`config.mk`:
```
export PLATFORM = sky130hd
export DESIGN_NAME = ntrc_hsv
export DESIGN_NICKNAME = d
export VERILOG_FILES = /design/src/design/ntrc_pkg.sv /design/src/design/ntrc_hsv.sv
export SDC_FILE = /design/constraint.sdc
export NUM_CORES = 2
export LEC_CHECK = 0
export BUFFER_PORTS_ARGS = -buffer_cell sky130_fd_sc_hd__clkbuf_2
export CAP_MARGIN = 20
export CORE_MARGIN = 1.5
export CORE_UTILIZATION = 30
export DETAILED_ROUTE_END_ITERATION = 10
export GPL_TIMING_DRIVEN = 0
export HOLD_SLACK_MARGIN = 0.03
export PLACE_DENSITY_LB_ADDON = 0.3
export SYNTH_ARGS = -nofsm -noshare
export SYNTH_HDL_FRONTEND = slang
export SYNTH_SLANG_ARGS = --single-unit
```
`constraint.sdc`:
```
create_clock -name clk_i -period 22.7 [get_ports clk_i]
set_clock_uncertainty 0.15 [all_clocks]
set_input_delay 0 -clock clk_i [delete_from_list [all_inputs] [get_ports clk_i]]
set_output_delay 0 -clock clk_i [all_outputs]
set_load 0.05 [all_outputs]
```
`src/design/ntrc_pkg.sv`:
```
`timescale 1ns / 1ps
package ntrc_pkg;

  // fixed widths of the fields and the register port
  localparam int unsigned FieldW = 17;
  localparam int unsigned ByteW  = 8;
  localparam int unsigned IdxW   = 3;
  localparam int unsigned SectW  = 3;

  typedef logic [IdxW-1:0]  cfg_idx_t;
  typedef logic [SectW-1:0] sector_t;

  localparam cfg_idx_t RegSaturation    = 3'd0;
  localparam cfg_idx_t RegBrightness    = 3'd1;
  localparam cfg_idx_t RegGrayThreshold = 3'd2;
  localparam cfg_idx_t RegGrayscaleMode = 3'd3;
  localparam cfg_idx_t RegWoodGrainMode = 3'd4;

  // hue sectors, red through yellow up to magenta through red
  localparam sector_t SecRedYel = 3'd0;
  localparam sector_t SecYelGrn = 3'd1;
  localparam sector_t SecGrnCyn = 3'd2;
  localparam sector_t SecCynBlu = 3'd3;
  localparam sector_t SecBluMag = 3'd4;
  localparam sector_t SecMagRed = 3'd5;
  localparam int unsigned HueSectors = 6;

  typedef struct packed {
    logic gray;
    logic wood;
  } mode_t;

endpackage

```
`src/design/ntrc_hsv.sv`:
```
`timescale 1ns / 1ps
module ntrc_hsv import ntrc_pkg::*; #(
  parameter int unsigned FRACTION_BITS = 16
) (
  input  logic                       clk_i,
  input  logic                       rst_ni,
  input  logic                       valid_i,
  input  sector_t                    sector_i,
  input  logic [FRACTION_BITS-1:0]   frac_i,
  input  logic [ByteW-1:0]           gray_i,
  input  logic [FRACTION_BITS:0]     sat_i,
  input  logic [FRACTION_BITS:0]     bri_i,
  output logic                       valid_o,
  output sector_t                    sector_o,
  output logic [FRACTION_BITS:0]     p_o,
  output logic [FRACTION_BITS:0]     q_o,
  output logic [FRACTION_BITS:0]     t_o,
  output logic [ByteW-1:0]           gray_o
);

  localparam int unsigned F  = FRACTION_BITS;
  localparam int unsigned PW = 2 * F + 2;
  localparam logic [F:0] One = {1'b1, {F{1'b0}}};

  // stage 3: f*s, (1-f)*s and p
  logic [F:0]    ofrac, osat;
  logic [PW-1:0] prod_a, prod_b, prod_p;
  logic [F:0]    a_q, b_q, p3_q;
  sector_t       sector3_q;
  logic [ByteW-1:0] gray3_q;
  logic          valid3_q;

  assign ofrac  = One - {1'b0, frac_i};
  assign osat   = One - sat_i;
  assign prod_a = PW'(frac_i) * PW'(sat_i);
  assign prod_b = PW'(ofrac) * PW'(sat_i);
  assign prod_p = PW'(bri_i) * PW'(osat);

  always_ff @(posedge clk_i or negedge rst_ni) begin
    if (!rst_ni) begin
      valid3_q <= 1'b0;
    end else begin
      valid3_q <= valid_i;
    end
  end

  always_ff @(posedge clk_i) begin
    a_q       <= prod_a[2*F:F];
    b_q       <= prod_b[2*F:F];
    p3_q      <= prod_p[2*F:F];
    sector3_q <= sector_i;
    gray3_q   <= gray_i;
  end

  // stage 4: q = v*(1 - f*s), t = v*(1 - (1-f)*s)
  logic [PW-1:0] prod_q, prod_t;
  logic [F:0]    q_q, t_q, p4_q;
  sector_t       sector4_q;
  logic [ByteW-1:0] gray4_q;
  logic          valid4_q;

  assign prod_q = PW'(bri_i) * PW'(One - a_q);
  assign prod_t = PW'(bri_i) * PW'(One - b_q);

  always_ff @(posedge clk_i or negedge rst_ni) begin
    if (!rst_ni) begin
      valid4_q <= 1'b0;
    end else begin
      valid4_q <= valid3_q;
    end
  end

  always_ff @(posedge clk_i) begin
    q_q       <= prod_q[2*F:F];
    t_q       <= prod_t[2*F:F];
    p4_q      <= p3_q;
    sector4_q <= sector3_q;
    gray4_q   <= gray3_q;
  end

  assign valid_o  = valid4_q;
  assign sector_o = sector4_q;
  assign p_o      = p4_q;
  assign q_o      = q_q;
  assign t_o      = t_q;
  assign gray_o   = gray4_q;

endmodule
```
==> results.md <==
STA:
- At the pin with the least slew margin, the transition time is between 1000 and 1500 ps.
- In the final timing run, aggregate negative setup slack is 0 ps.
- The final period demand of the worst path is between 9000 and 10000 ps.
- The number of failing setup endpoints in the final timing report is 0.
- Measured against its own limit, the worst slew margin works out to 0.206.
- Of the available clock period, the critical path in the final layout requires 0.438.
- The number of endpoints with negative hold slack in the final report is 0.
- The number of pins exceeding their max-slew limit in the final report is 0.
- Based on the critical path, the design can be clocked at up to ~0.1 GHz.
- Setup repair after global routing left no endpoint under its margin.

Finish:
- Of the cells placed in the final design, the portion with a size suffix greater than 1 is 0.0308.
- Compared with the post-synthesis result, the final layout area differs by 8.57%.
- After the last flow step, the layout net total stands at 7377.

Global route:
- The first global-routing pass estimated 233 mm of wire.
- The number of antenna violations at the first check in global routing is 17.
- Entering global routing, the biggest net connects 17 pins.
- The number of global-route vias before repair is 39496.
- The all-layer global routing usage is 0.188.
- The remaining global-route overflow is 0.

Placement:
- The placed wire-length estimate after detailed placement is 125 mm.
- The routability congestion estimate from global placement is around 0.91.
- The number of input and output port buffers inserted is 92.

Detailed routing:
- The via density per instance is ~4.6.
- The post-detailed-route wirelength per cell is approximately 19 um.
- The DRC violation count after routing is 0.
- The total number of vias is about 36000.
- After the first detailed-routing iteration, the DRC count stood at 2059.
- The total routed wirelength is 150 mm.
- Once detail routing completed, the nets flagged for antenna violations numbered 0.
- The detailed-routing iteration count for the pre-antenna-repair pass is 7.

Logic synthesis:
- The synthesized area per cell is around 8.9 um2.
- Yosys mapped a number of flops with a built-in enable equal to 0.
- Of the synthesized area, sequential elements account for 0.0519.
- Counting distinct cell types in the post-synthesis netlist gives 75.
- The number of synthesized register bits is around 130.
- Synthesis produced a netlist with a net count of about 7200.
- The count of warnings emitted by yosys is 0.
- The predominant post-synthesis flop cell is sky130_fd_sc_hd__dfxtp_1.
- The mapped netlist covers 0.0488 mm2.
- For this run, asynchronously set or reset flops after synthesis account for 0.0159.
- The cell count after synthesis came out at 5508.

Critical path:
- The maximum fanout encountered on the critical timing path is 10.
- The data arrival time of the worst path is between 10000 and 15000 ps.
- The last element of the critical path is q_o[16].
- In this run the worst setup path begins at a_q[0].
- The startpoint of the lowest-slack register-to-register path is a_q[0].
- The worst setup path is of the flop to flop kind.
- The most used cell along the critical path is sky130_fd_sc_hd__fa_1.
- At the worst endpoint, the required time is ~23000 ps.
- For the worst flop-to-flop path, the logic depth is 27.
- The worst setup path is captured at a flop.
- STA classifies the critical path startpoint as a flop.
- The cell family contributing the most delay on the critical path is adder cells.
- The number of buffers and inverters on the critical path is 5.
- The worst register-to-register path ends at q_o[16].
- The logic depth of the worst setup path including buffers is 27.
- The cell type of the slowest stage on the worst timing path is sky130_fd_sc_hd__xnor2_1.
- Setup slack on the worst reg-to-reg path comes out at 12750 ps.
- The delay of the slowest critical-path stage is between 700 and 800 ps.

Floorplanning:
- about 130 I/O pins were placed.
- Row generation in the floorplan step produced ~150 rows.
- The floorplan step defined a die boundary enclosing about 0.16 mm2.
- For this configuration, the core starts out at a cell density of 0.303.
- The die is between 400 and 500 um wide.
- The floorplan step set the die height to 406 um.
- After floorplanning, the core was sized to cover 0.161 mm2.

CTS:
- Buffers inserted during clock tree synthesis total 17.
- Clock latency on the worst-skew pair, taken at its later pin, is between 500 and 600 ps.
- The clock tree synthesis step divided the H-tree into 4 levels.
- Once the clock tree was built, the resizer swapped 0 gates to a different size.
- Counting every sink on the clock net gives approximately 130.
- TritonCTS built the clock tree.
- The buffer type at the clock tree root is sky130_fd_sc_hd__clkbuf_16.
- Counting along the longest clock path gives a buffer depth of 2.
- Clock-pin slew was measured on the worst setup and hold paths at about 80 ps.

Hold path:
- The startpoint identified for the worst hold timing path is gray3_q[7].
- The path type of the worst min-delay path is flop to flop.

Outcome:
- The flow ran to the end, and the final reports show no timing, DRC or antenna violations.

Job:
- Across the run, the number of max-cap violations was 0.
-- layer usage --
metal,global-route usage,up-vias,wire length (um),share of wire
li1,-,16227,-,-
met1,0.245,18680,63300,0.42
met2,0.312,1158,70400,0.47
met3,0.0307,278,9740,0.065
met4,0.0718,8,6050,0.040
met5,0,-,46,0.00031
-- sequential cells by signal (all words and copies together) (netlist names) --
register	cells
sector_o	3
gray_o	8
gray3_q	8
p3_q	17
t_o	17
valid_o	1
b_q	17
q_o	17
a_q	17
valid3_q	1
p_o	17
sector3_q	3
-- worst min path at each step --
stage | slack [ps] | to | cells after the start
2_1_floorplan | -450 | valid3_q | 0
3_3_place_gp | -360 | valid3_q | 1
6_report | 170 | gray_o[7] | 0
5_1_grt | 180 | gray_o[7] | 0
4_1_cts | 130 | valid3_q | 3
3_5_place_dp | -360 | valid3_q | 1
-- cell families (layout without fill, tap and decap cells) --
kind of cell / after synthesis / after routing / share of synthesized area
XOR/XNOR: 153 / 153 / 0.0278
adder cells (fa/ha/maj): 1653 / 1653 / 0.598
AND/OR/NAND/NOR: 1707 / 1707 / 0.165
buffers and inverters: 1663 / 1828 / 0.128
AO/OA/AOI/OAI: 206 / 206 / 0.0301
flip-flops: 126 / 126 / 0.0519
other: 0 / 4 / 0
-- cells in the mapped netlist, types with 35 or more instances --
master	count	area, um2
sky130_fd_sc_hd__a21oi_1	52	260
sky130_fd_sc_hd__and2_1	486	3040
sky130_fd_sc_hd__clkbuf_1	261	980
sky130_fd_sc_hd__dfxtp_1	124	2480
sky130_fd_sc_hd__fa_1	1127	22600
sky130_fd_sc_hd__ha_1	526	6580
sky130_fd_sc_hd__inv_1	1389	5210
sky130_fd_sc_hd__nand2_1	964	3620
sky130_fd_sc_hd__nor2_1	94	353
sky130_fd_sc_hd__nor3_1	35	175
sky130_fd_sc_hd__xnor2_1	100	876
sky130_fd_sc_hd__xor2_1	51	447
-- worst reg2reg max path, cell delays in order, from the launching register on --
cell and delay, ps:
sky130_fd_sc_hd__dfxtp_1 300, sky130_fd_sc_hd__buf_2 210, sky130_fd_sc_hd__buf_1 320, sky130_fd_sc_hd__inv_1 210, sky130_fd_sc_hd__ha_1 230, sky130_fd_sc_hd__nand2_1 120
sky130_fd_sc_hd__nor4_1 650, sky130_fd_sc_hd__nand2_1 150, sky130_fd_sc_hd__xnor2_1 730, sky130_fd_sc_hd__clkbuf_1 460, sky130_fd_sc_hd__nand2_1 170, sky130_fd_sc_hd__fa_1 540
sky130_fd_sc_hd__fa_1 510, sky130_fd_sc_hd__inv_1 50, sky130_fd_sc_hd__fa_1 550, sky130_fd_sc_hd__fa_1 470, sky130_fd_sc_hd__fa_1 530, sky130_fd_sc_hd__fa_1 460
sky130_fd_sc_hd__ha_1 350, sky130_fd_sc_hd__a222oi_1 470, sky130_fd_sc_hd__nand3_1 170, sky130_fd_sc_hd__a32oi_1 230, sky130_fd_sc_hd__o31ai_1 240, sky130_fd_sc_hd__a41o_1 380
sky130_fd_sc_hd__o41ai_4 590, sky130_fd_sc_hd__o211ai_2 210, sky130_fd_sc_hd__a21oi_2 180, sky130_fd_sc_hd__xnor2_1 200
-- layout make-up --
| class | count | area, um2 |
|---|---|---|
| fill | 16976 | 108000 |
| multi-input combinational | 3719 | 40000 |
| buffer | 274 | 1030 |
| clock buffer | 17 | 425 |
| antenna | 4 | 10.0 |
| inverter | 1389 | 5210 |
| tap | 2160 | 2700 |
| timing repair buffer | 133 | 866 |
| clock inverter | 15 | 170 |
| sequential | 126 | 2530 |
-- what timing repair did --
action | in CTS | in global routing
hold endpoints to repair | 16 | 0
hold buffers | 30 | 0
setup buffers | 0 | 0
-- metrics by stage --
step           instances  area [um2]  utilization  setup WS, ps  hold WS [ps]
2_1_floorplan       5508       48800            -         15050          -446
3_3_place_gp        7760       51900        0.323         12770          -364
3_5_place_dp        7768       52000        0.323         12860          -362
4_1_cts             7830       52900        0.329         12840           132
5_1_grt             7836       52900        0.329         12320           178
6_report            7837       53000        0.329         12750           174
-- placed cells by master, fill, tap and decap left out, types with 14 or more instances in the layout --
master,n
sky130_fd_sc_hd__clkbuf_1,261
sky130_fd_sc_hd__and3_1,15
sky130_fd_sc_hd__ha_1,526
sky130_fd_sc_hd__xor2_1,51
sky130_fd_sc_hd__clkbuf_2,92
sky130_fd_sc_hd__xnor2_1,99
sky130_fd_sc_hd__dfxtp_1,124
sky130_fd_sc_hd__fa_1,1127
sky130_fd_sc_hd__and2_1,486
sky130_fd_sc_hd__dlygate4sd3_1,30
sky130_fd_sc_hd__o21a_1,17
sky130_fd_sc_hd__a21o_1,25
sky130_fd_sc_hd__nand2_1,964
sky130_fd_sc_hd__a21oi_1,52
sky130_fd_sc_hd__nor2_1,94
sky130_fd_sc_hd__inv_1,1389
sky130_fd_sc_hd__clkbuf_16,17
sky130_fd_sc_hd__or2_2,17
sky130_fd_sc_hd__o21ai_0,31
sky130_fd_sc_hd__nand3_1,23
sky130_fd_sc_hd__nor3_1,35
sky130_fd_sc_hd__nor4_1,14
Power is not shown: default switching activity piles up to over one toggle a cycle in this logic, so the estimate is an artifact.
