<file path="config.mk">
export PLATFORM = sky130hd
export DESIGN_NAME = ntrc_cfg
export DESIGN_NICKNAME = d
export VERILOG_FILES = /design/src/design/ntrc_pkg.sv /design/src/design/ntrc_cfg.sv
export SDC_FILE = /design/constraint.sdc
export NUM_CORES = 1
export LEC_CHECK = 0
export BUFFER_PORTS_ARGS = -buffer_cell sky130_fd_sc_hd__buf_2
export CAP_MARGIN = 10
export CELL_PAD_IN_SITES_DETAIL_PLACEMENT = 0
export CELL_PAD_IN_SITES_GLOBAL_PLACEMENT = 1
export CORE_MARGIN = 4
export CORE_UTILIZATION = 29
export DETAILED_ROUTE_END_ITERATION = 16
export PLACE_DENSITY = 0.72
export SYNTH_ARGS = -nofsm -noshare
export SYNTH_HDL_FRONTEND = slang
export SYNTH_SLANG_ARGS = --single-unit
export TNS_END_PERCENT = 100
</file>
<file path="constraint.sdc">
create_clock -name clk_i -period 3.3 [get_ports clk_i]
set_clock_uncertainty 0.05 [all_clocks]
set_input_delay 0.825 -clock clk_i [delete_from_list [all_inputs] [get_ports clk_i]]
set_output_delay 0.825 -clock clk_i [all_outputs]
set_load 0.01 [all_outputs]
</file>
<file path="src/design/ntrc_pkg.sv">
`timescale 1ns / 1ps
package ntrc_pkg;

  // fixed widths of the fields and the register port
  localparam int unsigned FieldW = 17;
  localparam int unsigned ByteW  = 8;
  localparam int unsigned IdxW   = 3;
  localparam int unsigned SectW  = 3;

  typedef logic [IdxW-1:0]  cfg_idx_t;
  typedef logic [SectW-1:0] sector_t;

  localparam cfg_idx_t RegSaturation    = 3'd0;
  localparam cfg_idx_t RegBrightness    = 3'd1;
  localparam cfg_idx_t RegGrayThreshold = 3'd2;
  localparam cfg_idx_t RegGrayscaleMode = 3'd3;
  localparam cfg_idx_t RegWoodGrainMode = 3'd4;

  // hue sectors, red through yellow up to magenta through red
  localparam sector_t SecRedYel = 3'd0;
  localparam sector_t SecYelGrn = 3'd1;
  localparam sector_t SecGrnCyn = 3'd2;
  localparam sector_t SecCynBlu = 3'd3;
  localparam sector_t SecBluMag = 3'd4;
  localparam sector_t SecMagRed = 3'd5;
  localparam int unsigned HueSectors = 6;

  typedef struct packed {
    logic gray;
    logic wood;
  } mode_t;

endpackage

</file>
<file path="src/design/ntrc_cfg.sv">
`timescale 1ns / 1ps
module ntrc_cfg import ntrc_pkg::*; #(
  parameter int unsigned FRACTION_BITS = 16
) (
  input  logic                     clk_i,
  input  logic                     rst_ni,
  input  logic                     cfg_we_i,
  input  cfg_idx_t                 cfg_index_i,
  input  logic [FieldW-1:0]        cfg_data_i,
  output logic [FRACTION_BITS:0]   sat_o,
  output logic [FRACTION_BITS:0]   bri_o,
  output logic [FRACTION_BITS:0]   thr_o,
  output mode_t                    mode_o
);

  localparam int unsigned VW = (FRACTION_BITS + 1 > FieldW) ? FRACTION_BITS + 1 : FieldW;
  localparam logic [VW-1:0] OneV     = VW'(1) << FRACTION_BITS;
  localparam logic [VW-1:0] HalfV    = OneV >> 1;
  localparam logic [VW-1:0] FieldMax = VW'({FieldW{1'b1}});
  localparam logic [FieldW-1:0] OneRst  = (OneV > FieldMax) ? '1 : OneV[FieldW-1:0];
  localparam logic [FieldW-1:0] HalfRst = (HalfV > FieldMax) ? '1 : HalfV[FieldW-1:0];

  logic [FieldW-1:0] sat_q, bri_q, thr_q;
  mode_t             mode_q;

  function automatic logic [FRACTION_BITS:0] clamp_one(input logic [FieldW-1:0] x);
    logic [VW-1:0] xe;
    xe = VW'(x);
    return (xe > OneV) ? OneV[FRACTION_BITS:0] : xe[FRACTION_BITS:0];
  endfunction

  always_ff @(posedge clk_i or negedge rst_ni) begin
    if (!rst_ni) begin
      sat_q  <= OneRst;
      bri_q  <= OneRst;
      thr_q  <= HalfRst;
      mode_q <= '0;
    end else if (cfg_we_i) begin
      case (cfg_index_i)
        RegSaturation:    sat_q       <= cfg_data_i;
        RegBrightness:    bri_q       <= cfg_data_i;
        RegGrayThreshold: thr_q       <= cfg_data_i;
        RegGrayscaleMode: mode_q.gray <= cfg_data_i[0];
        RegWoodGrainMode: mode_q.wood <= cfg_data_i[0];
        default: ;
      endcase
    end
  end

  assign sat_o  = clamp_one(sat_q);
  assign bri_o  = clamp_one(bri_q);
  assign thr_o  = clamp_one(thr_q);
  assign mode_o = mode_q;

endmodule

</file>
==> out/qor.txt, run 1 <==
CTS Root Cell: clkbuf_8
Clock-pin slew on the worst setup and hold paths: 0.10 ns
DR iter-0 viols: 43
Critical path type: flip-flop to output pin
Setup repair bufs after CTS: 0
First-pass GRT wire length: 9.60 mm
Startpoint Class: flip-flop
DR vias/cell: 4.56
Final Util: 37.3%
Max-cap violation count: 0
Worst slew pin tran: 0.847 ns
Clock latency on the worst-skew pair: 0.30 ns
Total core area: 0.00822 mm2
Antenna-violating nets left: 0
Fillers: 825
Tcrit/Tclk final: 86.2%
Post-synthesis async set-or-reset flop share: 100%
Synth unique cells: 19
Full die area: 0.00997 mm2
CTS Buf Count: 5
Place WS: 0.707 ns
Setup TNS: 0 ns
Area Growth Syn to Fin: 25.2%
First drt pass iteration count: 4
Pin count of the biggest net entering global routing: 54
Final #Nets: 290
Layout cells sized above 1: 53.4%
Final Max Slew Viols: 0
Number of diodes: 0
Num ports: 76
Status: completed
CTS Sinks: 53
H-tree levels: 2
Vias in the first global route: 1761
Top cell type's share of synthesized area: 51.1%
Placed Cells: 365
Post-synth EDFFs: 0
CP Data Required Time: 2.42 ns
Worst-path fanout max: 10
Leakage: 1.40 nW
Gr usage total: 12.3%
Initial Util: 29.8%
Warnings from Yosys: 0
#FFs+latches synth: 53
Fin cells: 373
F_max: 352 MHz
Clock Tree Buf Depth: 2
Synthesized area per cell: 12.9 um2
DR vias: 1700
Register area share after synthesis: 54.3%
Cell Rows: 33
PD cells: 626 mW/mm2
Syn_nets: 212
Endpoint arrival time on the critical path: 1.97 ns
CTS tree: built
Leading area contributor after synthesis: dfrtp_1
Buffers on Ports: 75
Antenna violations before repair: 0
Synth cell count leaders: 50 x dfrtp_1, 50 x mux2_2, 48 x nor2b_1, 12 x nor4_1
GPL Wtd Cong: 0.730
Hold WC Path Type: flip-flop to flip-flop
Worst Slack Setup Final: 0.455 ns
Critical Path Sink Type: output pin
Worst hold slack: 0.467 ns
Routed WL: 6.02 mm
Post-route minimum period: 2.84 ns
Hold-fix buffer count after cts: 0
Final Setup Violations: 0
Total grt overflow: 0
RSZ-0062 raised after global routing: no
Drt drc: 0
Routed WL per cell: 16.1 um
Final Hold Viols: 0
Syn Std Cell Area: 0.00245 mm2
Die Width: 99.9 um
Predominant post-synthesis flop cell: dfrtp_1
Synth area leaders: dfrtp_1 51%, mux2_2 23%, nor2b_1 12%
Max IR drop VDD: 169 uV
Post-Syn Instances: 189
CTS resizes: 0
Die height: 99.9 um
Worst relative slew slack: 42.8%
Hpwl dp: 4.67 mm
==> worst max-delay path: stages, from the launching register on <==
cell and delay [ns]:
dfrtp_1 0.40, nor4_1 0.38, a41oi_1 0.46, nor2b_1 0.26, buf_2 0.16
==> routing by layer <==
metal	track usage, %	share of wire (%)	vias to the layer above
met4	2.84	0.80	0
met2	19.7	48	40
li1	-	-	816
met1	16.9	46	840
met5	0	0	-
met3	3.13	5.0	4
==> logic make-up after synthesis <==
| group | after synthesis | synth area share [%] |
|---|---|---|
| AO/OA/AOI/OAI | 6 | 1.69 |
| AND/OR/NAND/NOR | 69 | 18.4 |
| buffers and inverters | 11 | 2.56 |
| flip-flops | 53 | 54.3 |
| multiplexers | 50 | 23.0 |
==> where the power goes <==
group / total [W] / switching, W / internal [W]
sequential: 0.000913 / 0.000114 / 0.000798
clock: 0.000441 / 0.000214 / 0.000227
combinational: 0.000562 / 0.000271 / 0.000292
==> sequential cells by signal, summed over array words and instances, names as in the netlist <==
name    flops
bri_q      17
thr_q      17
mode_o      2
sat_q      17
==> area by class of cell <==
cell class                      instances  area (um2)  area share, %
Sequential cell                        53        1330           43.4
Tap cell                              105         131           4.29
Timing Repair Buffer                   79         405           13.2
Inverter                                3        11.3          0.368
Clock inverter                          3        46.3           1.51
Multi-Input combinational cell        125        1070           34.9
Clock buffer                            5        68.8           2.25
==> worst paths after layout <==
kind | startpoint | end | slack [ns] | depth (start not counted)
hold / removal | mode_o[0] | mode_o[0] | 0.47 | 1
hold reg to reg | mode_o[0] | mode_o[0] | 0.47 | 1
max in group asynchronous | rst_ni | sat_q[2] | 2.16 | 2
setup / recovery | bri_q[11] | bri_o[9] | 0.46 | 4
min in group asynchronous | rst_ni | mode_o[0] | 0.57 | 2
setup reg to reg | sat_q[16] | sat_q[16] | 2.32 | 2
==> stage by stage <==
stage          cell area (um2)  total power, W
3_3_place_gp              2950         0.00149
2_1_floorplan             2450         0.00124
4_1_cts                   3060         0.00195
6_report                  3060         0.00192
3_5_place_dp              2950         0.00150
5_1_grt                   3060         0.00204
==> placed cells by master (no fill, tap or decap), types with 3 or more instances in the layout <==
cell type and count:
mux2_2 50, buf_2 75, dfstp_2 3, buf_4 4, clkbuf_8 5, nand2_1 3
nor4_1 12, nor2b_1 48, a41oi_1 3, o21ai_0 3, dfrtp_1 50, inv_1 3
(Power assumes the default switching activity.)
==> run 2, diff against run 1 <==
--- a/config.mk
+++ b/config.mk
@@ -5,6 +5,7 @@
 export SDC_FILE = /design/constraint.sdc
 export NUM_CORES = 1
 export LEC_CHECK = 0
+export ABC_AREA = 1
 export BUFFER_PORTS_ARGS = -buffer_cell sky130_fd_sc_hd__buf_2
 export CAP_MARGIN = 10
 export CELL_PAD_IN_SITES_DETAIL_PLACEMENT = 0
@@ -12,7 +13,7 @@
 export CORE_MARGIN = 4
 export CORE_UTILIZATION = 29
 export DETAILED_ROUTE_END_ITERATION = 16
-export PLACE_DENSITY = 0.72
+export PLACE_DENSITY = 0.74
 export SYNTH_ARGS = -nofsm -noshare
 export SYNTH_HDL_FRONTEND = slang
 export SYNTH_SLANG_ARGS = --single-unit
==> run 2 against run 1 <==
  * Fmax up 12%
  * First-iteration DRC count increased by 110%
  * Sequential share of layout area fell by 3.8 points
  * Area after synthesis grew 17%
  * Sequential cell count unchanged
  * Clock power barely moved
  * Largest cell class unchanged
  * Global-route usage increased by 0.18 points
  * Power grew 0.58%
==> out/qor.txt, run 2 <==
Status: completed
Die Width: 108 um
FF-to-FF End: thr_q[16]
Most frequent cell after synthesis: inv_1
Regs by FF count: bri_q (17), sat_q (17), thr_q (17)
Synth cell count leaders: 67 x inv_1, 65 x nand2_1, 51 x o21ai_1, 50 x dfrtp_1, 27 x a21oi_2
Final Setup Violations: 0
Post-route minimum period: 2.53 ns
Post-synthesis simple-gate area fraction: 16.1%
FF/Latch Area: 0.00133 mm2
Num ports: 76
Grt met2 use: 19.3%
Total core area: 0.00973 mm2
Main combinational cell family by area after synthesis: compound AO/OA/AOI/OAI gates
DR vias: 2267
Hold WC Path Type: flip-flop to flip-flop
Final Hold Viols: 0
Worst slew pin tran: 0.758 ns
DR vias/cell: 4.16
Post-synth EDFFs: 0
Die height: 108 um
CTS tree: built
Post-synthesis async set-or-reset flop share: 100%
Final Max Slew Viols: 0
Placed cell areas: 0.00324 mm2
Layout cells sized above 1: 31.8%
Clock-pin slew on the worst setup and hold paths: 0.09 ns
Final #Nets: 434
CTS resizes: 0
Syn Std Cell Area: 0.00288 mm2
Final instance area: 0.00336 mm2
Reg2reg setup slack: 2.12 ns
Total grt overflow: 0
CTS Root Cell: clkbuf_8
Hold Startpoint: thr_q[15]
Full die area: 0.0116 mm2
Hold Crit Endpoint: thr_q[15]
Setup repair bufs after CTS: 0
Drt drc: 0
Busiest grt layer: met2
H-tree levels: 2
DR iter-0 viols: 92
Worst-path fanout max: 16
Tcrit/Tclk final: 76.7%
Clock Tree Buf Depth: 2
Predominant post-synthesis flop cell: dfrtp_1
GR Layer Usage met1: 17.5%
Synth area leaders: dfrtp_1 44%, o21ai_1 8.9%, inv_1 8.7%
GPL Wtd Cong: 0.830
Synth Area in Compound Gates: 22.3%
Startpoint Class: flip-flop
Synth Area in Adders: 0%
Number of diodes: 0
Top cell type's share of synthesized area: 43.5%
Register area share after synthesis: 46.3%
Worst R2R Path Depth: 2
F_max: 395 MHz
Area used by multi-input combinational logic: 0.00110 mm2
Cell Rows: 36
CTS Buf Count: 5
Power Total: 0.00193 W
Leakage: 1.76 nW
Worst Slack Setup Final: 0.769 ns
Warnings from Yosys: 0
Antenna violations before repair: 0
Synthesized area per cell: 8.26 um2
Fillers: 1060
Hold-fix buffer count after cts: 0
Pin count of the biggest net entering global routing: 35
Routed WL: 6.90 mm
Post-Synth XOR/XNOR Area: 0%
#FFs+latches synth: 53
Worst relative slew slack: 49.4%
Area Growth Syn to Fin: 16.8%
Gr usage total: 12.5%
Hold path depth: 2
First-pass GRT wire length: 11.3 mm
Endpoint arrival time on the critical path: 1.66 ns
Clock latency on the worst-skew pair: 0.30 ns
Commonest non-fill, non-tap cells in the layout: 75 x buf_2, 67 x inv_1, 65 x nand2_1, 51 x o21ai_1, 50 x dfrtp_1
Hpwl dp: 5.43 mm
RSZ-0062 raised after global routing: no
Max-cap violation count: 0
Critical path type: flip-flop to output pin
Cell Chain, Critical Path: nor2_1 > nand2_1 > nor2_2 > nand2_4 > a21oi_1 > buf_2
Met3 usage: 1.98%
Buffers on Ports: 75
Place WS: 1.10 ns
Post-Syn Instances: 348
First drt pass iteration count: 4
CTS Sinks: 53
R2R Path Start: thr_q[16]
Commonest non-fill, non-tap cell in the layout: buf_2
PD cells: 574 mW/mm2
Post-synthesis mux area share: 0%
Initial Util: 29.6%
Synth unique cells: 21
Max IR drop VDD: 217 uV
Antenna-violating nets left: 0
Leading area contributor after synthesis: dfrtp_1
Critical Path Sink Type: output pin
Vias in the first global route: 2274
CP Data Required Time: 2.42 ns
Syn_nets: 371
Routed WL per cell: 12.7 um
Final Util: 34.5%
Slowest stage delay, CP: 0.42 ns
Setup TNS: 0 ns
Slowest stage cell, crit path: dfrtp_1
==> run 2: cell count changes in the layout (fill, tap and decap cells not counted), sizes merged, moves of 2 or more <==
cell | before | now
nand2 | 3 | 70
mux2 | 50 | 0
nand3 | 1 | 3
nor2b | 48 | 0
a21oi | 0 | 48
buf | 79 | 77
o21ai | 3 | 53
nor4 | 12 | 0
a41oi | 3 | 0
nor2 | 1 | 33
inv | 3 | 67
==> run 2: routing by layer <==
| layer | vias up | share of wire, % |
|---|---|---|
| met5 | - | 0 |
| met4 | 0 | 2.5 |
| met3 | 10 | 4.3 |
| met2 | 62 | 43 |
| met1 | 1003 | 50 |
| li1 | 1192 | - |
==> run 2: logic make-up (layout without fill, tap and decap cells) <==
group,Yosys count,after routing
DFF,53,53
buffers and inverters,88,152
and+or+nand+nor,106,106
AOI/OAI and AO/OA,101,101
==> run 2: cell type report <==
class	count	area share, %
well taps	133	4.96
clock inverters	3	1.38
multi-input cells	207	32.9
repair buffers	77	11.6
flip-flops and latches	53	39.6
inverters	67	7.49
clock buffers	5	2.05
==> run 2: worst max-delay path by stage <==
stage,startpoint,end,slack [ns]
3_5_place_dp,sat_q[8],sat_o[5],1.10
5_1_grt,sat_q[9],sat_o[5],0.64
2_1_floorplan,bri_q[10],bri_o[10],1.36
4_1_cts,sat_q[8],sat_o[5],0.74
6_report,sat_q[8],sat_o[5],0.77
3_3_place_gp,sat_q[14],sat_o[4],1.11
==> run 2: power breakdown <==
| group | switching [W] | total (W) | internal, W |
|---|---|---|---|
| Sequential | 0.000145 | 0.000922 | 0.000777 |
| Clock | 0.000213 | 0.000440 | 0.000227 |
| Combinational | 0.000324 | 0.000565 | 0.000242 |
==> run 2: critical path: cells and delay by family (launching register included) <==
| kind | cells | cell delay, ns |
|---|---|---|
| buffers and inverters | 1 | 0.18 |
| flip-flops | 1 | 0.42 |
| AND/OR/NAND/NOR | 4 | 0.50 |
| AO/OA/AOI/OAI | 1 | 0.26 |
==> run 2: stage by stage <==
step,std cells,hold slack [ns]
after CTS,545,0.445
after floorplan,348,0.408
after global routing,545,0.444
after global placement,537,0.423
after detailed placement,537,0.430
final,545,0.440
