==> src/design/ntrc_pkg.sv <==
`timescale 1ns / 1ps
package ntrc_pkg;

  // fixed widths of the fields and the register port
  localparam int unsigned FieldW = 17;
  localparam int unsigned ByteW  = 8;
  localparam int unsigned IdxW   = 3;
  localparam int unsigned SectW  = 3;

  typedef logic [IdxW-1:0]  cfg_idx_t;
  typedef logic [SectW-1:0] sector_t;

  localparam cfg_idx_t RegSaturation    = 3'd0;
  localparam cfg_idx_t RegBrightness    = 3'd1;
  localparam cfg_idx_t RegGrayThreshold = 3'd2;
  localparam cfg_idx_t RegGrayscaleMode = 3'd3;
  localparam cfg_idx_t RegWoodGrainMode = 3'd4;

  // hue sectors, red through yellow up to magenta through red
  localparam sector_t SecRedYel = 3'd0;
  localparam sector_t SecYelGrn = 3'd1;
  localparam sector_t SecGrnCyn = 3'd2;
  localparam sector_t SecCynBlu = 3'd3;
  localparam sector_t SecBluMag = 3'd4;
  localparam sector_t SecMagRed = 3'd5;
  localparam int unsigned HueSectors = 6;

  typedef struct packed {
    logic gray;
    logic wood;
  } mode_t;

endpackage

==> src/design/ntrc_prep.sv <==
`timescale 1ns / 1ps
module ntrc_prep import ntrc_pkg::*; #(
  parameter int unsigned FRACTION_BITS = 16
) (
  input  logic                       clk_i,
  input  logic                       rst_ni,
  input  logic                       valid_i,
  input  logic [FieldW-1:0]          noise_i,
  input  mode_t                      mode_i,
  input  logic [FRACTION_BITS:0]     thr_i,
  output logic                       valid_o,
  output sector_t                    sector_o,
  output logic [FRACTION_BITS-1:0]   frac_o,
  output logic [ByteW-1:0]           gray_o
);

  localparam int unsigned F  = FRACTION_BITS;
  localparam int unsigned VW = (F + 1 > FieldW) ? F + 1 : FieldW;
  localparam logic [VW-1:0] OneV = VW'(1) << F;

  function automatic logic [F:0] clamp_one(input logic [FieldW-1:0] x);
    logic [VW-1:0] xe;
    xe = VW'(x);
    return (xe > OneV) ? OneV[F:0] : xe[F:0];
  endfunction

  // stage 1: clamp and optional wood-grain fold
  logic [F:0]   h_clamp;
  logic [F+4:0] h_x10;
  logic [F:0]   h1_d, h1_q;
  logic         valid1_q;

  assign h_clamp = clamp_one(noise_i);
  assign h_x10   = ((F+5)'(h_clamp) << 3) + ((F+5)'(h_clamp) << 1);
  assign h1_d    = mode_i.wood ? {1'b0, h_x10[F-1:0]} : h_clamp;

  always_ff @(posedge clk_i or negedge rst_ni) begin
    if (!rst_ni) begin
      valid1_q <= 1'b0;
    end else begin
      valid1_q <= valid_i;
    end
  end

  always_ff @(posedge clk_i) begin
    h1_q <= h1_d;
  end

  // stage 2: hue sector, fraction and the grayscale byte
  logic [F+3:0]   h6;
  logic [3:0]     seg;
  logic [F+8:0]   h255;
  sector_t        sector_d, sector_q;
  logic [F-1:0]   frac_q;
  logic [ByteW-1:0] gray_d, gray_q;
  logic           valid2_q;

  assign h6       = ((F+4)'(h1_q) << 2) + ((F+4)'(h1_q) << 1);
  assign seg      = h6[F+3:F];
  // a hue of exactly one lands on sector six and wraps to zero
  assign sector_d = (seg >= 4'(HueSectors)) ? SecRedYel : seg[SectW-1:0];
  assign h255     = ((F+9)'(h1_q) << 8) - (F+9)'(h1_q);
  assign gray_d   = (h1_q < thr_i) ? '0 : h255[F+7:F];

  always_ff @(posedge clk_i or negedge rst_ni) begin
    if (!rst_ni) begin
      valid2_q <= 1'b0;
    end else begin
      valid2_q <= valid1_q;
    end
  end

  always_ff @(posedge clk_i) begin
    sector_q <= sector_d;
    frac_q   <= h6[F-1:0];
    gray_q   <= gray_d;
  end

  assign valid_o  = valid2_q;
  assign sector_o = sector_q;
  assign frac_o   = frac_q;
  assign gray_o   = gray_q;

endmodule

==> config.mk <==
export PLATFORM = sky130hd
export DESIGN_NAME = ntrc_prep
export DESIGN_NICKNAME = d
export VERILOG_FILES = /design/src/design/ntrc_pkg.sv /design/src/design/ntrc_prep.sv
export SDC_FILE = /design/constraint.sdc
export NUM_CORES = 1
export LEC_CHECK = 0
export BUFFER_PORTS_ARGS = -buffer_cell sky130_fd_sc_hd__buf_4
export CAP_MARGIN = 20
export CORE_UTILIZATION = 40
export DETAILED_ROUTE_END_ITERATION = 12
export PLACE_DENSITY = 0.67
export SLEW_MARGIN = 20
export SYNTH_ARGS = -nofsm -noshare
export SYNTH_HDL_FRONTEND = slang
export SYNTH_SLANG_ARGS = --single-unit
==> constraint.sdc <==
create_clock -name clk_i -period 2.4 [get_ports clk_i]
set_input_delay 0 -clock clk_i [delete_from_list [all_inputs] [get_ports clk_i]]
set_output_delay 0 -clock clk_i [all_outputs]
set_load 0.01 [all_outputs]
==> results of run 1 <==
state kept, by name, indices dropped and copies added, names as in the netlist:
| signal | flops |
|---|---|
| frac_o | 15 |
| h1_q | 17 |
| valid1_q | 1 |
| valid_o | 1 |
| gray_o | 8 |
| sector_o | 3 |
repair_timing:
item                       in CTS  in global routing
setup endpoints to repair       8                 16
hold endpoints to repair        4                  0
setup buffers                   3                  7
hold buffers                    3                  0
gates resized for setup        30                 48
pin swaps                       7                 25
worst paths after layout:
check | startpoint | endpoint | cells after the start
worst max-delay path | h1_q[6] | sector_o[2] | 10
worst max register to register | h1_q[6] | sector_o[2] | 10
worst min register to register | valid1_q | valid_o | 0
min in group clk_i | mode_i[0] | h1_q[16] | 2
max in group asynchronous | rst_ni | valid1_q | 2
worst min-delay path | rst_ni | valid_o | 2
metal layers:
layer,track usage [%],part of all wire (%),up-vias
met5,0,0,-
met4,7.58,2.1,0
met3,2.46,3.3,18
met2,36.2,50,85
met1,23.2,44,1700
li1,-,-,1862
cells by family after synthesis:
group / count (synthesis) / share of synthesized area (%)
other: 1 / 0.0992
AOI/OAI and AO/OA: 112 / 21.2
xor gates and xnor gates: 31 / 7.18
buffers and inverters: 55 / 6.45
DFF: 45 / 24.1
muxes: 10 / 2.81
adders and majority gates: 63 / 21.2
and+or+nand+nor: 119 / 16.9
cell type report:
class,count,area (sq um)
flip-flops and latches,45,942
fillers,794,3640
clock inverters,3,22.5
multi-input cells,336,2990
repair buffers,160,1240
well taps,111,139
inverters,40,155
clock buffers,5,68.8
per-stage QoR:
step | worst slack [ns] | hold WS, ns | power, mW | area, sq um
2_1_floorplan | -0.370 | -0.296 | 1.68 | 3880
3_3_place_gp | -0.332 | -0.219 | 2.18 | 5010
3_5_place_dp | -0.425 | -0.217 | 2.21 | 5010
4_1_cts | -0.0877 | 0.00778 | 2.74 | 5270
5_1_grt | -0.135 | 0.0255 | 3.02 | 5560
6_report | -0.0213 | 0.0185 | 2.83 | 5560
power groups by stage:
stage,Clock [mW],Sequential [mW],Combinational [mW]
5_1_grt,0.514,0.950,1.55
3_3_place_gp,0,0.947,1.23
2_1_floorplan,0,0.997,0.682
6_report,0.476,0.937,1.41
3_5_place_dp,0,0.951,1.26
4_1_cts,0.494,0.936,1.31
Yosys cell counts (5+ instances only):
| cell | count |
|---|---|
| nand2b_1 | 6 |
| nor2b_1 | 11 |
| o21ai_0 | 14 |
| nor2_1 | 27 |
| xor2_1 | 11 |
| nand3_1 | 9 |
| and2_1 | 7 |
| ha_1 | 60 |
| nor3_1 | 11 |
| xnor2_1 | 20 |
| nand2_1 | 19 |
| nand4_1 | 5 |
| a21o_1 | 16 |
| a31oi_1 | 6 |
| and3_1 | 5 |
| inv_1 | 40 |
| buf_4 | 5 |
| a21oi_1 | 26 |
| mux2i_1 | 5 |
| mux2_2 | 5 |
| dfxtp_1 | 43 |
| o21a_1 | 5 |
==> out/summary.log, run 1 <==
[outcome] run status finished, violations left
[outcome] violated checks setup timing
[synthesis] Post-Syn Area 0.00378 sq mm
[global_route] wire length of the first global-routing pass 15600 um
[synthesis] top cells by area in the synthesized netlist dfxtp_1 (23%), ha_1 (20%), xnor2_1 (4.6%)
[clock_tree] level count of the clock H-tree 2
[routing] number of iterations in the first detailed-routing pass 4
[global_route] maximum number of pins on one net before global-route repair 26
[sta] count of final setup violators 2
[synthesis] Post-synth ARST share 4.44%
[clock_tree] CTS tree done
[sta] number of slew-limit violations in the final report 0
[global_route] number of antenna violations at the first check in global routing 0
[global_route] via count of the first global-routing pass 3556
[layout] net total in the final layout 689
[clock_tree] clock insertion delay at the later pin of the skew report 0.30 ns
[routing] overall via count from detail_route 3665
[setup_path] cell breakdown of the critical path inv_1 -> ha_4 -> a21oi_2 -> o21ai_2 -> nor2b_2 -> a221o_1 -> nor4_4 -> o41a_2 -> mux2_4 -> and3_4
[global_route] overall routing resource usage 19.7%
[layout] layout cells sized above 1 41.8%
[setup_path] largest incremental delay on the critical path 0.37 ns
[place] number of placed cells counting well taps 679
[synthesis] Gate Count Post-Synth 436
[routing] Via density 5.24
[min_path] Tightest Hold Check Type primary input to asynchronous set/reset pin
[pwr] net switching component of the power 1.01 mW
[run] max-capacitance violation count 0
[clock_tree] number of buffers on the longest clock path 2
[clock_tree] buffer cell driving the clock tree root clkbuf_8
[synthesis] library cell occupying the most area in the post-synthesis netlist dfxtp_1
[synthesis] Seq cells post-synth 45
[sta] Worst Clk Skew 0.00350 ns
[floorplanning] die outline area 0.00984 sq mm
[setup_path] Max FO, Critical Path 4
[synthesis] total number of yosys warnings 0
[pwr] maximum VDD drop 234 uV
[sta] peak clock frequency supported by timing 0.413 GHz
[synthesis] post-synthesis net count 537
[synthesis] area fraction of the dominant cell type after synthesis 22.8%
[layout] most frequent cells in the layout buf_4 (149), ha_1 (48), inv_1 (36)
[floorplanning] area of the core 0.00920 sq mm
[floorplanning] die span in x 99.2 um
[clock_tree] clock edge transition at the registers on the reported setup and hold paths 0.09 ns
[sta] number of failing hold endpoints at the final stage 0
[global_route] global route total overflow 0
[pwr] switching fraction of total power 35.6%
[setup_path] Arrival @ worst endpoint 2.62 ns
[synthesis] most used flip-flop cell after synthesis dfxtp_1
[floorplanning] row count 35
[sta] Worst Setup Slack, final -0.0213 ns
[layout] post-route insts no fill 700
[routing] DRC violation count after routing 0
[setup_path] type of origin of the critical path flop
[synthesis] count of cell types in the netlist 67
[sta] RSZ-0062 raised after global routing true
[pwr] Power Internal 1.82 mW
[setup_path] critical-path cell with the highest stage delay dfxtp_4
[setup_path] CP Capture Type flop
[floorplanning] Ports 67
[setup_path] cell family with the largest share of critical-path delay compound AO/OA/AOI/OAI gates
[floorplanning] Initial Util 41.1%
[routing] 1st-iter DRT viols 112
[synthesis] sequential area share after synthesis 24.1%
[layout] area added between synthesis and finish 47.0%
[sta] shortest clock period the worst path allows after layout 2.42 ns
[routing] average detailed-routed wire length per instance 13.8 um
[place] count of input and output buffers 64
[place] Placer Congestion 0.877
[sta] Total Neg Setup Slack -0.0373 ns
[setup_path] class of the most critical setup path flop to flop
[synthesis] count of flip-flops with a built-in enable after synthesis 0
[setup_path] Worst EP required 2.60 ns
[place] detailed placer's ending HPWL 7690 um
[routing] number of nets with antenna violations after routing 0
[pwr] Pleak 2.67 nW
[clock_tree] clock buffers created by TritonCTS 5
[layout] share of the core filled with cells 60.4%
[layout] most common library cell in the layout ignoring fill and taps buf_4
[floorplanning] height of the chip 99.2 um
[pwr] proportion of power drawn by flip-flops and latches 33.1%
[setup_path] WP buf/inv 1
[layout] number of antenna cells inserted 0
[pwr] power per unit of standard cell area 509 mW/mm^2
[sta] share of the clock period used by the worst path after layout 101%
[clock_tree] Sinks on Clock Net 45
[pwr] clock network fraction of total power 16.8%
[pwr] share of total power in combinational logic 50.0%
[setup_path] worst-case register-to-register setup slack -0.02 ns
[routing] routed wire length 9690 um
[synthesis] mean instance size in the synthesized netlist 8.67 sq um
No activity file was read; power rests on OpenSTA's default activity.
==> inputs of run 2 (changes only) <==
- SKIP_LAST_GASP: unset -> 1
==> run 2 against run 1 <==
The flow still finishes with violations (setup timing). Sequential share of layout area up 0.16 points. Combinational power hardly changed. Final cell count is 0.14% lower. Total power is 0.44% lower. Register-to-register slack worse by 0.06 ns. Global-route usage about the same. Non-clock buffer count decreased by 1. Critical path type unchanged. Maximum frequency shrank 2.4%. Clock skew grew 0.0012 ns. Worst hold slack improved by 0.0018 ns. Largest power group unchanged. Die area unchanged.
==> out/summary.log, run 2 (synthesis gave the netlist of run 1 again) <==
[layout] Fillers 803
[global_route] number of antenna violations at the first check in global routing 0
[layout] area added between synthesis and finish 45.8%
[routing] number of nets with antenna violations after routing 0
[sta] peak clock frequency supported by timing 0.403 GHz
[clock_tree] buffer cell driving the clock tree root clkbuf_8
[floorplanning] height of the chip 99.2 um
[clock_tree] CTS tree done
[sta] Total Neg Setup Slack -0.0950 ns
[routing] 1st-iter DRT viols 101
[layout] max reg flops 17
[floorplanning] die outline area 0.00984 sq mm
[clock_tree] clock buffers created by TritonCTS 5
[setup_path] CP Capture Type flop
[run] max-capacitance violation count 0
[sta] Worst Setup Slack, final -0.0815 ns
[layout] most frequent cells in the layout buf_4 (148), ha_1 (50), inv_1 (35)
[pwr] overall power consumption 2.82 mW
[sta] number of slew-limit violations in the final report 0
[pwr] maximum VDD drop 245 uV
[place] count of input and output buffers 64
[clock_tree] number of buffers on the longest clock path 2
[setup_path] Worst EP required 2.60 ns
[floorplanning] Ports 67
[min_path] Tightest Hold Check Type primary input to asynchronous set/reset pin
[global_route] via count of the first global-routing pass 3545
[setup_path] Max FO, Critical Path 5
[setup_path] type of origin of the critical path flop
[routing] Via density 5.23
[floorplanning] Initial Util 41.1%
[pwr] Pleak 2.67 nW
[clock_tree] level count of the clock H-tree 2
[setup_path] class of the most critical setup path flop to flop
[routing] routed wire length 9730 um
[layout] net total in the final layout 688
[layout] most common library cell in the layout ignoring fill and taps buf_4
[place] detailed placer's ending HPWL 7690 um
[routing] number of iterations in the first detailed-routing pass 4
[place] Area after DPL 0.00501 sq mm
[floorplanning] area of the core 0.00920 sq mm
[global_route] overall routing resource usage 19.7%
[floorplanning] row count 35
[routing] overall via count from detail_route 3658
[global_route] maximum number of pins on one net before global-route repair 26
[layout] layout cells sized above 1 41.2%
[routing] average detailed-routed wire length per instance 13.9 um
[outcome] violated checks setup timing
[global_route] global route total overflow 0
[sta] shortest clock period the worst path allows after layout 2.48 ns
[routing] DRC violation count after routing 0
[place] Placer Congestion 0.877
[layout] Design Area, Final 0.00551 sq mm
[floorplanning] die span in x 99.2 um
[setup_path] Arrival @ worst endpoint 2.68 ns
[global_route] wire length of the first global-routing pass 15600 um
[sta] smallest hold slack 0.0203 ns
[sta] number of failing hold endpoints at the final stage 0
[pwr] power per unit of standard cell area 511 mW/mm^2
[clock_tree] clock insertion delay at the later pin of the skew report 0.30 ns
[sta] count of final setup violators 2
[sta] Worst Clk Skew 0.00468 ns
[clock_tree] clock edge transition at the registers on the reported setup and hold paths 0.08 ns
[sta] share of the clock period used by the worst path after layout 103%
[layout] largest register by flop count h1_q
[layout] number of antenna cells inserted 0
[outcome] run status finished, violations left
[clock_tree] Sinks on Clock Net 45
[sta] RSZ-0062 raised after global routing true
==> run 2: cell types whose count changed in the layout (fill, tap and decap cells not counted), moves of 2 or more <==
cell | before | now
nor3_1 | 6 | 8
ha_1 | 48 | 50
dfxtp_1 | 34 | 31
dfxtp_2 | 1 | 5
nor3_2 | 5 | 3
inv_4 | 2 | 4
==> run 2: worst max-delay path, cell delays in order (launching register included) <==
cell	delay, ns
dfxtp_4	0.38
inv_1	0.08
ha_1	0.30
o21a_1	0.14
o21ai_2	0.16
nor2_2	0.06
a221o_1	0.37
nor4_4	0.19
o41a_2	0.20
mux2_2	0.33
and3_1	0.17
==> run 2: final cells by class <==
| class | count | area, sq um | area share (%) |
|---|---|---|---|
| repair buffers | 159 | 1230 | 22.4 |
| clock buffers | 5 | 68.8 | 1.25 |
| flip-flops and latches | 45 | 943 | 17.1 |
| inverters | 40 | 160 | 2.91 |
| multi-input cells | 336 | 2940 | 53.4 |
| well taps | 111 | 139 | 2.52 |
| clock inverters | 3 | 22.5 | 0.409 |
==> run 2: final timing paths <==
kind                           start     endpoint  slack (ns)  cells after the start
min                           rst_ni      valid_o        0.02                      2
min reg2reg                 valid1_q      valid_o        0.36                      0
max reg2reg                  h1_q[5]  sector_o[2]       -0.08                     10
max                          h1_q[5]  sector_o[2]       -0.08                     10
min in group clk_i         mode_i[0]     h1_q[16]        0.05                      2
max in group asynchronous     rst_ni     valid1_q        2.30                      2
==> run 2: metrics by stage <==
step           cells  worst slack (ns)  utilization (%)
2_1_floorplan    436            -0.370                -
3_3_place_gp     679            -0.332             54.4
3_5_place_dp     679            -0.425             54.4
4_1_cts          693            -0.124             56.9
5_1_grt          699            -0.172             59.9
6_report         699           -0.0815             59.9
==> run 2: what timing repair did <==
| item | CTS | global route |
|---|---|---|
| buffers inserted | 3 | 6 |
| hold buffers | 3 | 0 |
| endpoints found under the setup margin | 8 | 16 |
| resized for setup | 20 | 54 |
| pin swaps | 7 | 28 |
| endpoints found under the hold margin | 4 | 0 |
==> run 2: report_power, final <==
part / switching [mW] / total [mW] / internal [mW]
combinational: 0.662 / 1.40 / 0.742
sequential: 0.0651 / 0.938 / 0.873
clock: 0.269 / 0.474 / 0.204
==> run 2: per-layer routing <==
| layer | up-vias | part of all wire [%] | GRT usage, % |
|---|---|---|---|
| met1 | 1688 | 44 | 23.2 |
| li1 | 1862 | - | - |
| met5 | - | 0 | 0 |
| met4 | 0 | 2.5 | 7.58 |
| met2 | 86 | 50 | 36.2 |
| met3 | 22 | 3.1 | 2.46 |
==> inputs of run 3 (changes only) <==
- TNS_END_PERCENT: unset -> 50
==> run 3 against run 2 <==
The flow still finishes with violations (setup timing). Clock power is 2% lower. Clock skew increased by 0.00081 ns. Sequential share of layout area shrank 0.52 points. Via count rose by 1.4%. Maximum frequency grew 1.4%. Core utilization increased by 0.80 points. Global-route usage increased by 0.54 points. Critical path depth unchanged.
==> out/summary.log, run 3 (synthesis gave the netlist of run 1 again) <==
[outcome] run status finished, violations left
[outcome] violated checks setup timing
[setup_path] launch point of the worst reg-to-reg path h1_q[1]
[sta] count of final setup violators 2
[pwr] Pleak 2.75 nW
[min_path] startpoint of the most critical hold path mode_i[0]
[routing] Via density 5.19
[routing] 1st-iter DRT viols 102
[layout] Fillers 820
[pwr] overall power consumption 2.85 mW
[layout] post-route insts no fill 715
[setup_path] largest incremental delay on the critical path 0.38 ns
[pwr] power per unit of standard cell area 510 mW/mm^2
[sta] shortest clock period the worst path allows after layout 2.45 ns
[setup_path] cell seen most often among critical-path stages a21oi_2
[floorplanning] height of the chip 99.2 um
[setup_path] CP Capture Type flop
[place] count of input and output buffers 64
[setup_path] class of the most critical setup path flop to flop
[global_route] number of antenna violations at the first check in global routing 0
[routing] number of nets with antenna violations after routing 0
[layout] area used by sequential logic in the layout 927 sq um
[pwr] maximum VDD drop 234 uV
[layout] Design Area, Final 0.00559 sq mm
[routing] number of iterations in the first detailed-routing pass 6
[clock_tree] level count of the clock H-tree 2
[setup_path] number of cells on the worst reg-to-reg path 10
[place] Area after DPL 0.00506 sq mm
[layout] number of antenna cells inserted 0
[sta] RSZ-0062 raised after global routing true
[global_route] wire length of the first global-routing pass 16100 um
[min_path] Worst Hold Path EP h1_q[0]
[clock_tree] buffer cell driving the clock tree root clkbuf_8
[setup_path] critical-path cell with the highest stage delay fa_2
[setup_path] Worst EP required 2.65 ns
[sta] Worst Clk Skew 0.00549 ns
[floorplanning] die outline area 0.00984 sq mm
[floorplanning] row count 35
[clock_tree] Sinks on Clock Net 45
[setup_path] Arrival @ worst endpoint 2.69 ns
[place] pre-CTS setup slack -0.393 ns
[floorplanning] Initial Util 41.1%
[sta] share of the clock period used by the worst path after layout 102%
[layout] net total in the final layout 704
[sta] Worst Setup Slack, final -0.0462 ns
[place] number of placed cells counting well taps 692
[setup_path] worst-case register-to-register setup slack -0.05 ns
[global_route] overall routing resource usage 20.2%
[clock_tree] CTS tree done
[clock_tree] clock edge transition at the registers on the reported setup and hold paths 0.08 ns
[min_path] number of cells on the worst hold path 2
[layout] most common library cell in the layout ignoring fill and taps buf_4
[routing] overall via count from detail_route 3709
[layout] area used by multi-input combinational logic 0.00295 sq mm
[global_route] maximum number of pins on one net before global-route repair 26
[setup_path] Max FO, Critical Path 4
[place] detailed placer's ending HPWL 7660 um
[routing] DRC violation count after routing 0
[layout] most frequent cells in the layout buf_4 (169), ha_1 (49), inv_1 (37)
[clock_tree] number of buffers on the longest clock path 2
[layout] max reg flops 17
[floorplanning] area of the core 0.00920 sq mm
[sta] number of failing hold endpoints at the final stage 0
[sta] number of slew-limit violations in the final report 0
[layout] largest register by flop count h1_q
[layout] layout cells sized above 1 41.9%
[sta] peak clock frequency supported by timing 0.409 GHz
[setup_path] cell breakdown of the critical path buf_6 -> fa_2 -> a21o_1 -> a21oi_2 -> o21ai_2 -> a311o_1 -> a31o_1 -> a21oi_2 -> xnor2_2 -> and3_4
[clock_tree] clock buffers created by TritonCTS 5
[floorplanning] die span in x 99.2 um
[setup_path] endpoint of the worst register-to-register path sector_o[2]
[clock_tree] clock insertion delay at the later pin of the skew report 0.30 ns
[setup_path] type of origin of the critical path flop
[run] max-capacitance violation count 0
[routing] routed wire length 9830 um
[global_route] via count of the first global-routing pass 3675
[min_path] Tightest Hold Check Type primary input to flop
[floorplanning] Ports 67
[setup_path] Critical Path Source h1_q[1]
[routing] average detailed-routed wire length per instance 13.7 um
[place] Placer Congestion 0.880
[global_route] global route total overflow 0
[sta] smallest hold slack 0.0634 ns
[layout] area added between synthesis and finish 47.8%
==> run 3: cell count changes in the layout (fill, tap and decap cells not counted), moves of 3 or more <==
cell / before / now
inv_4: 4 / 1
dfxtp_4: 7 / 3
buf_4: 148 / 169
dfxtp_1: 31 / 36
clkinvlp_4: 3 / 0
buf_6: 7 / 2
==> run 3: repair_timing <==
item | CTS | global route
gates resized for setup | 43 | 26
pin swaps | 20 | 19
endpoints found under the setup margin | 6 | 17
hold buffers | 4 | 0
hold endpoints to repair | 4 | 0
buffers inserted | 9 | 3
==> run 3: metrics by stage <==
step | setup TNS (ns) | util [%]
4_1_cts | -0.265 | 59.2
3_3_place_gp | -2.20 | 55.0
2_1_floorplan | -2.06 | -
3_5_place_dp | -2.79 | 55.0
5_1_grt | -0.716 | 60.7
6_report | -0.0799 | 60.7
==> run 3: worst max path at each step <==
stage | end | slack [ns]
after floorplan | h1_q[15] | -0.37
after global placement | h1_q[15] | -0.33
after detailed placement | h1_q[15] | -0.39
after CTS | sector_o[2] | -0.11
after global routing | sector_o[2] | -0.14
final | sector_o[2] | -0.05
==> run 3: power breakdown <==
group | switching (mW) | total [mW] | internal, mW
combinational | 0.688 | 1.46 | 0.772
sequential | 0.0530 | 0.924 | 0.871
clock | 0.258 | 0.464 | 0.206
==> run 3: layout make-up <==
| type | instances | area share (%) |
|---|---|---|
| inverter | 40 | 2.73 |
| multi-input combinational | 336 | 52.7 |
| tap | 111 | 2.49 |
| timing repair buffer | 175 | 23.8 |
| clock buffer | 5 | 1.23 |
| clock inverter | 3 | 0.403 |
| sequential | 45 | 16.6 |
==> run 3: critical path: cells and delay by family, from the launching register on <==
family | cells | cell delay, ns
XOR/XNOR | 1 | 0.15
adder cells (fa/ha/maj) | 1 | 0.38
buffers and inverters | 1 | 0.12
flip-flops | 1 | 0.37
AND/OR/NAND/NOR | 1 | 0.20
AO/OA/AOI/OAI | 6 | 1.16
==> run 3: per-layer routing <==
metal	vias to the layer above	part of all wire, %	track usage (%)
li1	1890	-	-
met1	1708	43	23.1
met4	0	2.6	7.35
met5	-	0	0
met2	88	51	38.0
met3	23	3.3	2.88
